==> src/rtl/pba_pkg.sv <==
// Package of shared types and constants for the page bitmap allocator.
`timescale 1ns / 1ps
package pba_pkg;
  localparam int unsigned POOL_PAGES_DEF = 1024;
  localparam int unsigned PAGE_BYTES_DEF = 4096;
  localparam int unsigned AVAIL_W = 23;
  localparam logic [AVAIL_W-1:0] AVAIL_MAX = '1;
  localparam int unsigned CFG_W = 64;
  localparam int unsigned CFG_IDX_W = 2;
  localparam int unsigned IN_W = 136;
  localparam int unsigned OUT_W = 152;

  typedef enum logic [1:0] {
    REQ_ALLOC = 2'd0,
    REQ_FREE = 2'd1,
    REQ_SHRINK = 2'd2,
    REQ_BAD = 2'd3
  } req_t;

  typedef enum logic [1:0] {
    CFG_POOL_PAGES = 2'd0,
    CFG_PHYS_BASE = 2'd1,
    CFG_VIRT_BASE = 2'd2,
    CFG_NONE = 2'd3
  } cfg_idx_t;

  typedef enum logic [2:0] {
    ST_IDLE,
    ST_CHECK,
    ST_SCAN,
    ST_FLIP,
    ST_DONE,
    ST_CLEAR
  } state_t;

  // Scan unit sequencer states
  typedef enum logic [2:0] {
    SC_IDLE,
    SC_READ,
    SC_TEST,
    SC_FLIP,
    SC_CLEAR
  } scan_state_t;

  // Scan unit control and status
  typedef struct packed {
    logic start;
    logic want;
  } scan_ctl_t;

  typedef struct packed {
    logic busy;
    logic done;
    logic found;
  } scan_sts_t;
endpackage

==> src/rtl/pba_scan.sv <==
// Run search and flip unit; it reads, then tests, each map page.
`timescale 1ns / 1ps
module pba_scan #(
  parameter int unsigned POOL_PAGES = pba_pkg::POOL_PAGES_DEF,
  localparam int unsigned IW = $clog2(POOL_PAGES),
  localparam int unsigned CW = IW + 1
) (
  input  logic               clk,
  input  logic               rst,
  input  pba_pkg::scan_ctl_t ctl,
  input  logic [CW-1:0]      run_len,
  input  logic [CW-1:0]      from,
  input  logic [CW-1:0]      pages,
  input  logic               clear_all,
  output pba_pkg::scan_sts_t sts,
  output logic [CW-1:0]      run_start
);
  logic used_mem [POOL_PAGES];
  pba_pkg::scan_state_t sc, sc_next;
  logic [CW-1:0] idx;
  logic [CW-1:0] run;
  logic pass;
  logic rd;
  logic found;
  logic done;
  logic want;
  logic [CW-1:0] flip_left;
  logic hit, last_hit, at_end, fail_now, hit_now;

  // Registered map read
  always_ff @(posedge clk) begin
    rd <= used_mem[idx[IW-1:0]];
    if (sc == pba_pkg::SC_FLIP) begin
      used_mem[idx[IW-1:0]] <= ~want;
    end else if (sc == pba_pkg::SC_CLEAR) begin
      used_mem[idx[IW-1:0]] <= 1'b0;
    end
  end

  // Page test against the wanted state
  assign hit = (rd == want);
  assign last_hit = hit && (run + CW'(1) == run_len);
  assign at_end = (idx + CW'(1) >= pages);

  // Next state
  always_comb begin
    sc_next = sc;
    unique case (sc)
      pba_pkg::SC_IDLE: begin
        if (clear_all) sc_next = pba_pkg::SC_CLEAR;
        else if (ctl.start) sc_next = pba_pkg::SC_READ;
      end
      pba_pkg::SC_READ: sc_next = pba_pkg::SC_TEST;
      pba_pkg::SC_TEST: begin
        if (last_hit) sc_next = pba_pkg::SC_FLIP;
        else if (at_end && pass) sc_next = pba_pkg::SC_IDLE;
        else sc_next = pba_pkg::SC_READ;
      end
      pba_pkg::SC_FLIP: if (flip_left == CW'(1)) sc_next = pba_pkg::SC_IDLE;
      pba_pkg::SC_CLEAR: if (idx == CW'(POOL_PAGES - 1)) sc_next = pba_pkg::SC_IDLE;
      default: sc_next = pba_pkg::SC_IDLE;
    endcase
  end

  // Outputs of the sequencer
  always_comb begin
    fail_now = (sc == pba_pkg::SC_TEST) && !last_hit && at_end && pass;
    hit_now = (sc == pba_pkg::SC_FLIP) && (flip_left == CW'(1));
    sts.busy = (sc != pba_pkg::SC_IDLE);
    sts.done = done;
    sts.found = found;
  end

  // Search datapath
  always_ff @(posedge clk) begin
    if (rst) begin
      sc <= pba_pkg::SC_CLEAR;
      idx <= '0;
      done <= 1'b0;
      found <= 1'b0;
    end else begin
      sc <= sc_next;
      done <= fail_now || hit_now;
      if (fail_now || hit_now) found <= hit_now;
      unique case (sc)
        pba_pkg::SC_IDLE: begin
          if (clear_all) begin
            idx <= '0;
          end else if (ctl.start) begin
            want <= ctl.want;
            run <= '0;
            if (from >= pages) begin
              idx <= '0;
              pass <= 1'b1;
            end else begin
              idx <= from;
              pass <= 1'b0;
            end
          end
        end
        pba_pkg::SC_READ: ;
        pba_pkg::SC_TEST: begin
          if (last_hit) begin
            run_start <= idx + CW'(1) - run_len;
            idx <= idx + CW'(1) - run_len;
            flip_left <= run_len;
          end else if (at_end) begin
            // Wrap to page 0 once
            if (!pass) begin
              pass <= 1'b1;
              run <= '0;
              idx <= '0;
            end
          end else begin
            run <= hit ? run + CW'(1) : '0;
            idx <= idx + CW'(1);
          end
        end
        pba_pkg::SC_FLIP: begin
          idx <= idx + CW'(1);
          flip_left <= flip_left - CW'(1);
        end
        pba_pkg::SC_CLEAR: begin
          if (idx == CW'(POOL_PAGES - 1)) idx <= '0;
          else idx <= idx + CW'(1);
        end
        default: ;
      endcase
    end
  end
endmodule

==> src/rtl/page_bitmap_allocator_unit.sv <==
// Top level of the page bitmap allocator.
// Slave channel s_axis_* takes one request item; master channel m_axis_*
// returns exactly one result item per request.
// Configuration goes through cfg_we / cfg_idx / cfg_data while idle;
// writing pool_pages clears the map, the hint and the free count.
// After a check state, each page visited by the run search goes through a
// read state and a test state (the single-ported map memory is read once
// per page), and each page flipped goes through a flip state.
// One item is in work at a time; s_axis_tready is low meanwhile.
// After reset, and after a pool_pages write, a clearing pass runs through
// all POOL_PAGES map entries; no item is accepted during it.
// A finished result is held in an output register until m_axis_tready;
// the next item is taken only once the result has left.
// free and shrink addresses are converted to page indexes by a shift.
`timescale 1ns / 1ps
module page_bitmap_allocator_unit #(
  parameter int unsigned POOL_PAGES = pba_pkg::POOL_PAGES_DEF,
  parameter int unsigned PAGE_BYTES = pba_pkg::PAGE_BYTES_DEF
) (
  input  logic                         clk,
  input  logic                         rst,
  input  logic                         s_axis_tvalid,
  output logic                         s_axis_tready,
  // req_type[1:0], address[65:2], size_bytes[97:66], target_bytes[129:98]
  input  logic [pba_pkg::IN_W-1:0]     s_axis_tdata,
  output logic                         m_axis_tvalid,
  input  logic                         m_axis_tready,
  // ok[0], phys_addr[64:1], virt_addr[128:65], available_bytes[151:129]
  output logic [pba_pkg::OUT_W-1:0]    m_axis_tdata,
  input  logic                         cfg_we,
  input  logic [pba_pkg::CFG_IDX_W-1:0] cfg_idx,
  input  logic [pba_pkg::CFG_W-1:0]    cfg_data
);
  localparam int unsigned IW = $clog2(POOL_PAGES);
  localparam int unsigned CW = IW + 1;
  localparam int unsigned PS = $clog2(PAGE_BYTES);
  localparam int unsigned AW = pba_pkg::AVAIL_W;

  pba_pkg::state_t st, st_next;
  logic [10:0] pool_pages;
  logic [63:0] phys_base, virt_base;
  logic [CW-1:0] hint, pages, cap_pages;
  logic [AW-1:0] free_b, cap_b;
  logic [1:0] req;
  logic [63:0] addr;
  logic [32:0] size_r, tgt_r, chg;
  logic [63:0] hint64;
  logic [CW-1:0] run_len, run_start, from;
  logic ok;
  logic [63:0] pa, va;
  logic start_go, want;
  logic reinit;
  pba_pkg::scan_ctl_t ctl;
  pba_pkg::scan_sts_t sts;
  logic [33:0] sum;
  logic [63:0] off;

  // Live page count and capacity
  assign pages = (32'(pool_pages) > POOL_PAGES) ? CW'(POOL_PAGES) : CW'(pool_pages);
  assign cap_pages = pages;
  always_comb begin
    logic [63:0] c;
    c = 64'(cap_pages) << PS;
    cap_b = (c > 64'(pba_pkg::AVAIL_MAX)) ? pba_pkg::AVAIL_MAX : AW'(c);
  end

  assign reinit = cfg_we && cfg_idx == pba_pkg::CFG_POOL_PAGES;

  // Configuration registers
  always_ff @(posedge clk) begin
    if (rst) begin
      pool_pages <= 11'd1024;
      phys_base <= '0;
      virt_base <= '0;
    end else if (cfg_we) begin
      unique case (pba_pkg::cfg_idx_t'(cfg_idx))
        pba_pkg::CFG_POOL_PAGES: pool_pages <= cfg_data[10:0];
        pba_pkg::CFG_PHYS_BASE:  phys_base <= cfg_data;
        pba_pkg::CFG_VIRT_BASE:  virt_base <= cfg_data;
        default: ;
      endcase
    end
  end

  // Run length and search hint for the request
  always_comb begin
    chg = size_r;
    hint64 = 64'(hint);
    unique case (pba_pkg::req_t'(req))
      pba_pkg::REQ_ALLOC:  hint64 = 64'(hint);
      pba_pkg::REQ_FREE:   hint64 = (addr - virt_base) >> PS;
      pba_pkg::REQ_SHRINK: begin
        chg = size_r - tgt_r;
        hint64 = (addr - virt_base + 64'(tgt_r)) >> PS;
      end
      default: ;
    endcase
    from = (hint64 < 64'(pages)) ? CW'(hint64) : '0;
  end

  always_comb begin
    logic [32:0] n;
    n = chg >> PS;
    run_len = (n > 33'(pages)) ? '0 : CW'(n);
  end

  assign want = (req != pba_pkg::REQ_ALLOC);
  assign ctl.start = start_go;
  assign ctl.want = want;

  pba_scan #(.POOL_PAGES(POOL_PAGES)) u_scan (
    .clk(clk), .rst(rst), .ctl(ctl), .run_len(run_len), .from(from),
    .pages(pages), .clear_all(reinit), .sts(sts), .run_start(run_start)
  );

  // Next state
  always_comb begin
    st_next = st;
    unique case (st)
      pba_pkg::ST_CLEAR: if (!sts.busy) st_next = pba_pkg::ST_IDLE;
      pba_pkg::ST_IDLE: begin
        if (reinit) st_next = pba_pkg::ST_CLEAR;
        else if (s_axis_tvalid) st_next = pba_pkg::ST_CHECK;
      end
      pba_pkg::ST_CHECK: begin
        if (start_go) st_next = pba_pkg::ST_SCAN;
        else st_next = pba_pkg::ST_DONE;
      end
      pba_pkg::ST_SCAN: if (sts.done) st_next = pba_pkg::ST_FLIP;
      pba_pkg::ST_FLIP: st_next = pba_pkg::ST_DONE;
      pba_pkg::ST_DONE: if (m_axis_tready) st_next = pba_pkg::ST_IDLE;
      default: st_next = pba_pkg::ST_IDLE;
    endcase
  end

  // Outputs of the sequencer
  always_comb begin
    start_go = 1'b0;
    if (st == pba_pkg::ST_CHECK && run_len != '0) begin
      unique case (pba_pkg::req_t'(req))
        pba_pkg::REQ_ALLOC:  start_go = size_r <= 33'(free_b);
        pba_pkg::REQ_FREE:   start_go = 1'b1;
        pba_pkg::REQ_SHRINK: start_go = tgt_r < size_r;
        default:             start_go = 1'b0;
      endcase
    end
  end
  assign s_axis_tready = (st == pba_pkg::ST_IDLE) && !reinit;
  assign m_axis_tvalid = (st == pba_pkg::ST_DONE);
  assign sum = 34'(free_b) + 34'(chg);
  assign off = 64'(run_start) << PS;

  always_ff @(posedge clk) begin
    if (rst) begin
      st <= pba_pkg::ST_CLEAR;
      hint <= '0;
      free_b <= cap_b;
      ok <= 1'b0;
    end else begin
      st <= st_next;
      if (st == pba_pkg::ST_IDLE && s_axis_tvalid && s_axis_tready) begin
        req <= s_axis_tdata[1:0];
        addr <= s_axis_tdata[65:2];
        size_r <= {1'b0, s_axis_tdata[97:66]};
        tgt_r <= {1'b0, s_axis_tdata[129:98]};
        ok <= 1'b0;
        pa <= '0;
        va <= '0;
      end
      if (reinit) begin
        hint <= '0;
        free_b <= cap_b;
      end else if (st == pba_pkg::ST_CLEAR) begin
        // Load the capacity of the new pool size
        free_b <= cap_b;
      end else if (st == pba_pkg::ST_FLIP && sts.found) begin
        // Commit on a found run
        ok <= 1'b1;
        if (req == pba_pkg::REQ_ALLOC) begin
          hint <= run_start + run_len;
          free_b <= free_b - AW'(size_r);
          pa <= phys_base + off;
          va <= virt_base + off;
        end else begin
          hint <= run_start;
          free_b <= (sum > 34'(cap_b)) ? cap_b : AW'(sum);
        end
      end
    end
  end

  assign m_axis_tdata = {free_b, va, pa, ok};
endmodule

==> config.mk <==
export PLATFORM = sky130hd
export DESIGN_NAME = page_bitmap_allocator_unit
export DESIGN_NICKNAME = d
export VERILOG_FILES = /design/src/rtl/pba_pkg.sv /design/src/rtl/pba_scan.sv /design/src/rtl/page_bitmap_allocator_unit.sv
export SDC_FILE = /design/constraint.sdc
export NUM_CORES = 2
export LEC_CHECK = 0
export CAP_MARGIN = 25
export CORE_MARGIN = 8
export CORE_UTILIZATION = 58
export CTS_CLUSTER_DIAMETER = 30
export DETAILED_ROUTE_END_ITERATION = 6
export DONT_BUFFER_PORTS = 1
export GPL_TIMING_DRIVEN = 0
export MAX_ROUTING_LAYER = met4
export PLACE_DENSITY_LB_ADDON = 0.05
export SLEW_MARGIN = 20
export SYNTH_ARGS = -nofsm -noshare
export SYNTH_HDL_FRONTEND = slang
export SYNTH_SLANG_ARGS = --single-unit
export TNS_END_PERCENT = 20
==> constraint.sdc <==
create_clock -name clk -period 32.4 [get_ports clk]
set_input_delay 4.86 -clock clk [delete_from_list [all_inputs] [get_ports clk]]
set_output_delay 4.86 -clock clk [all_outputs]
set_load 0.005 [all_outputs]
# --- Word-level counts from Yosys, hierarchy flattened ---
# Memory sizes are Yosys's and may differ from the RTL's. A register that Yosys moved wholly into a read port is not among the register bits.
# Cells that the tools add are included.
word_totals:
  reg_bits: 486
  ramBits: 1024
  output_inout_bits: 154
  mem_count: 1
  elab_cells: 191
  input_bits: 207
classes:
  n_mux: 71
  bitwise_logic: 5
  n_lt_le_gt_ge: 9
  eq_ne: 31
  reduce_logical: 40
  add_sub_neg: 12
mem_list:
  columns: ["memory", "depth", "word_bits", "rd", "rd_ports_with_merged_regs", "wr", "line_no", "rtl"]
  rows:
  - ["u_scan.used_mem", 1024, 1, 1, 1, 1, "pba_scan.sv:18", "logic used_mem [POOL_PAGES];"]
ops:
  columns: ["op", "count"]
  rows:
  - ["$mux W64", 10]
  - ["$mux W11", 17]
  - ["$mux W23", 7]
  - ["$add A64 B23 Y64", 2]
  - ["$pmux W52 S2", 1]
  - ["$add A64 B32 Y64", 1]
  - ["$lt A64 B11 Y1", 1]
  - ["$sub A64 B64 Y64", 1]
  - ["$pmux W11 S2", 2]
  - ["$pmux W11 S4", 1]
  - ["$add A23 B33 Y34", 1]
  - ["$gt A34 B23 Y1", 1]
  - ["$mux W3", 11]
  - ["$mux W33", 1]
  - ["$sub A32 B32 Y33", 1]
  - ["$le A32 B23 Y1", 1]
  - ["$lt A32 B32 Y1", 1]
  - ["$gt A23 B23 Y1 const B", 1]
  - ["$sub A23 B23 Y23", 1]
  - ["$add A11 B1 Y11 const B", 2]
  - ["$ge A11 B11 Y1", 2]
  - ["$gt A21 B11 Y1", 1]
  - ["$pmux W3 S6", 1]
  - ["$mux W1", 17]
  - ["36 further kinds", 83]

# --- Logic depth before layout (Yosys ltp) ---
depth:
  word_depth: 11
  ltp_mapped: 48
  mapped_depth_nobuf: 46

# --- By module ---
# A second synthesis with hierarchy kept.
unflattened:
  cells_unflattened: 7417
  area_unflattened_um2: 79964.2
modules_own_cells:
  columns: ["module", "seq_area_each_um2", "cells_each", "area_per_inst_um2", "instances"]
  rows:
  - ["pba_scan", 32140.8, 3692, 48124.9, 1]
  - ["page_bitmap_allocator_unit", 11521.0, 3725, 31839.3, 1]

# --- Least setup slack after synthesis ---
# Ideal clock, no wire load.
synth_timing:
  path_kind: "register -> register"
  startpoint: "register u_scan.sc[0]"
  endpoint: "memory u_scan.used_mem[0], data pin"
  arrival_time_ns: 27.830
  path_stages_with_launch: 4
  n_path_buf: 1
  setup_time_ns: 5.679
  setup_slack_ns: -1.109
  required_time_ns: 26.721
  period_less_slack_ns: 33.509
  cell_sequence: "dfxtp_1 clkbuf_1 nor2_1 a21oi_1"
synth_via:
  elab_chain_cells: 5
  word_cells_on_any_way: 6
  classes_between: "2 x eq/ne; 4 x mux"
synth_lines:
  columns: ["item", "line_no", "rtl"]
  rows:
  - ["from (decl)", "pba_scan.sv:19", "pba_pkg::scan_state_t sc, sc_next;"]
  - ["from (signal assigned)", "pba_scan.sv:77", "sc <= pba_pkg::SC_CLEAR;"]
  - ["from (signal assigned)", "pba_scan.sv:82", "sc <= sc_next;"]
  - ["$eq A3 B3 Y1", "pba_scan.sv:35", "end else if (sc == pba_pkg::SC_CLEAR) begin"]
  - ["$mux W1", "pba_scan.sv:35", null]
  - ["$mux W1 *", "pba_scan.sv:33", "if (sc == pba_pkg::SC_FLIP) begin"]
  - ["$mux W1 (not written as such) *", "pba_scan.sv:36", "used_mem[idx[IW-1:0]] <= 1'b0;"]
  - ["$mux W1 (no line) *", null, null]
  - ["to (decl)", "pba_scan.sv:18", null]
# Mark *: on every way between the ends. The rest lies on a longest branch, timed or not.

# --- Worst setup path in the final report ---
layout_timing:
  startpoint: "register virt_base[0]"
  endpoint: "register u_scan.idx[3]"
layout_via:
  elab_chain_cells: 10
layout_lines:
  columns: ["item", "line_no", "rtl"]
  rows:
  - ["from (decl)", "page_bitmap_allocator_unit.sv:41", "logic [63:0] phys_base, virt_base;"]
  - ["from (signal assigned)", "page_bitmap_allocator_unit.sv:79", "pba_pkg::CFG_VIRT_BASE: virt_base <= cfg_data;"]
  - ["$sub A64 B64 Y64 *", "page_bitmap_allocator_unit.sv:91, page_bitmap_allocator_unit.sv:94", null]
  - ["$add A64 B32 Y64", "page_bitmap_allocator_unit.sv:94", "hint64 = (addr - virt_base + 64'(tgt_r)) >> PS;"]
  - ["$pmux W52 S2 *", "page_bitmap_allocator_unit.sv:89", "unique case (pba_pkg::req_t'(req))"]
  - ["$lt A64 B11 Y1", "page_bitmap_allocator_unit.sv:98", "from = (hint64 < 64'(pages)) ? CW'(hint64) : '0;"]
  - ["$mux W11 *", "page_bitmap_allocator_unit.sv:98", null]
  - ["$ge A11 B11 Y1", "pba_scan.sv:92", "if (from >= pages) begin"]
  - ["$mux W11 *", "pba_scan.sv:92", null]
  - ["$mux W11 *", "pba_scan.sv:89", "end else if (ctl.start) begin"]
  - ["$mux W11 *", "pba_scan.sv:87", "if (clear_all) begin"]
  - ["$pmux W11 S4 *", "pba_scan.sv:85", "unique case (sc)"]
  - ["to (signal assigned)", "pba_scan.sv:96", "idx <= from;"]
  - ["to (signal assigned)", "pba_scan.sv:105", "idx <= idx + CW'(1) - run_len;"]
  - ["to (signal assigned)", "pba_scan.sv:116", "idx <= idx + CW'(1);"]
  - ["to (decl)", "pba_scan.sv:20", "logic [CW-1:0] idx;"]
# Mark *: on every way between the ends. The rest lies on a longest branch, timed or not. The select of a mux whose other input is x is not followed.
# A chain may end at the register's enable or synchronous reset.

==> impl_metrics.tcl <==
set metrics [dict create \
    synth-edff-count 1340 \
    totalWireLength_um 298200 \
    portBuffers 0 \
    synth_top_area_share_pct 50.38 \
    max_clock_freq_mhz 82.55 \
    syn2layout_area_growth_pct 19.28 \
    grt_start_max_net_pins 78 \
    dieHeight_um 387.1 \
    place_congestion 0.9824 \
    cp.depth 44 \
    min_to "virt_base[10]" \
    wl_per_cell_um 30.54 \
    top_usage_layer "met2" \
    nets 8195 \
    numCtsBuffers 331 \
    startpoint_type "flip-flop" \
    yosys-top-cells-area "edfxtp_1 (50%), mux4_2 (7.3%), nor2_1 (6.2%)" \
    holdWs_ns 0.4515 \
    synth_compound_area_share_pct 10.61 \
    clkLatencyLatePin_ns 0.93 \
    ys.warnings.count 0 \
    cpMostUsedCell "a21o_1" \
    max_slew_margin_pct 15.73 \
    grt_util_met3_pct 10.06 \
    cpPeakStageDelay_ns 0.60 \
    via_count 64110 \
    clk_pin_slew_ns 0.04 \
    synth_xor_area_share_pct 2.884 \
    rr_worst_depth 44 \
    dr.pass1.iters 7 \
    rsz0062_at_grt "no" \
    cts.htree.levels 5 \
    drt.antenna.violating_nets 0 \
    antenna_found_initial 35 \
    ys_ff_latch 1511 \
    grtUsageMet2_pct 60.31 \
    peakVddDrop_v 0.00007259 \
    critPathKind "flip-flop to flip-flop" \
    cp-end-kind "flip-flop" \
    dp_hpwl_um 212300 \
    drc 0 \
    routed_via_density 6.564 \
    worstPathRequired_ns 33.15 \
    min_path_type "flip-flop to flip-flop" \
    clk_path_buf_depth 4 \
    p_total_mw 6.103 \
    syn-num-nets 7774 \
    synth-simple-area-share_pct 15.33 \
    synthAdderAreaFrac_pct 4.994 \
    cts_root_buf "clkbuf_16" \
    worstHoldPathCells 2 \
    cts_hold_buf 0 \
    synth_cells 7253 \
    cap_violations 0 \
    synthMuxAreaShare_pct 7.766 \
    hold_viol_final 0 \
    critPathMaxFanout 10 \
    synth_area_um2 79870 \
    start_util_pct 58.23 \
    yosysSeqAreaShare_pct 54.67 \
    ys_top_cells_by_count "edfxtp_1 (1340), nor2_1 (1325), nand2_1 (688)" \
    crit_family "compound AO/OA/AOI/OAI gates" \
    synth_top_family_by_area "simple AND/OR/NAND/NOR gates" \
    grt_pass1_wl_um 422600 \
    r2r-start "virt_base[0]" \
    fin_crit_sh_pct 37.39 \
    clock_skew_ns 0.09266 \
    first_global_vias 61020 \
    synthFlopType "edfxtp_1" \
    outcome "finished clean" \
    rrSetupSlack_ns 20.29 \
    drtIter0Drc 8698 \
    gr-total-overflow 0 \
    yosysTopAreaCell "edfxtp_1" \
    yosysMostFrequentCell "edfxtp_1" \
    syn_area_per_cell_um2 11.01 \
    cp_data_arrival_time_ns 12.86 \
    cts.sinks 1511 \
    cellPowerDensity_nw_per_um2 64.06 \
    min_from "virt_base[10]" \
    crit_buf_inv 2 \
    worstMarginPinSlew_ns 1.264 \
    period_minus_slack_ns 12.11 \
    async_flop_share_pct 0 \
    cts_setup_buffers 0 \
    num_io_pins 361 \
    finalSetupTns_ns 0 \
    core_um2 137200 \
    leakagePower_nw 32.79 \
    placed_area_um2 83970 \
    track_usage_pct 39.59 \
    die_x_um 387.1 \
    drv_slew 0 \
    rows 136 \
    grt_util_met1_pct 47.40 \
    post_cts_resize_count 0 \
    slowest_stage "a22oi_1" \
    final-setup-viol-count 0 \
    cts_tree "built" \
    die_area_um2 149800 \
    r2r_end "u_scan.idx[3]" \
    drive_gt1_share_pct 13.29 \
    final_area_um2 95260 \
    ys_types 106 \
]
[final cells by class]
| cell class | instances | area (um2) |
|---|---|---|
| sequential | 1511 | 43660 |
| antenna | 45 | 112.6 |
| inverter | 293 | 1105 |
| fill | 10020 | 41890 |
| timing repair buffer | 88 | 1729 |
| tap | 1794 | 2245 |
| multi-input combinational | 4966 | 33300 |
| clock buffer | 388 | 8841 |
| clock inverter | 199 | 2291 |
| buffer | 483 | 1982 |
[worst max path at each step]
stage | endpoint | from | slack [ns]
finish | u_scan.idx[3] | virt_base[0] | 20.29
detailed placement | u_scan.idx[3] | virt_base[0] | 20.42
global placement | u_scan.used_mem[175] | u_scan.sc[2] | 1.05
CTS | u_scan.idx[3] | addr[0] | 20.28
global route | u_scan.idx[3] | addr[0] | 19.84
floorplan | u_scan.used_mem[0] | u_scan.sc[2] | 12.49
[cell families (layout without fill, tap and decap cells)]
kind of cell | count (synthesis) | after routing
xor gates and xnor gates | 263 | 263
and+or+nand+nor | 2787 | 2787
buffers and inverters | 776 | 1451
DFF | 1511 | 1511
AOI/OAI and AO/OA | 1306 | 1306
other | 0 | 45
muxes | 296 | 296
adders and majority gates | 314 | 314
[flip-flops by register name (all words and copies together) (netlist names), 2 cells and up]
| register | flops |
|---|---|
| u_scan.used_mem | 1024 |
| tgt_r | 32 |
| size_r | 32 |
| va | 64 |
| pool_pages | 11 |
| st | 3 |
| u_scan.run | 11 |
| u_scan.flip_left | 11 |
| u_scan.sc | 3 |
| u_scan.idx | 11 |
| phys_base | 64 |
| hint | 11 |
| u_scan.run_start | 11 |
| virt_base | 64 |
| free_b | 23 |
| req | 2 |
| addr | 64 |
| pa | 64 |
[cells in the final DEF, fill, tap and decap left out, types with 43 or more instances in the layout]
cell,instances
buf_2,56
nand4_1,96
inv_1,291
o21ai_0,272
nor4_1,44
xnor2_1,178
bufinv_16,43
clkbuf_1,390
nand3_1,200
nand2_1,688
a22oi_1,120
a21o_1,94
nor2_1,1323
nor3_1,126
a21oi_1,399
clkbuf_16,342
diode_2,45
ha_1,306
mux4_2,258
xor2_1,85
clkbuf_2,47
edfxtp_1,1340
dfxtp_1,171
nor2b_1,50
[report_power, final]
group          internal (mW)  switching (mW)  total [mW]
clock network           2.28            1.09        3.37
registers               2.14          0.0418        2.18
logic                  0.200           0.351       0.550
total                   4.62            1.48        6.10
[metal layers]
layer	up-vias	part of all wire, %
li1	27560	-
met1	31140	35
met2	4291	45
met3	1123	12
met4	0	7.8
met5	-	0
[through the flow]
stage               setup slack (ns)  util (%)  std cells
floorplan                      12.49         -       7253
global placement               1.053     59.87       9047
detailed placement             20.42     61.23       9131
CTS                            20.28     69.34       9718
global route                   19.84     69.42       9748
finish                         20.29     69.46       9767
[tightest hold or removal path, cell delays in order (launching register included)]
cell	delay, ns
dfxtp_1	0.30
nand2_1	0.05
a21oi_1	0.05
(Power assumes the default switching activity.)
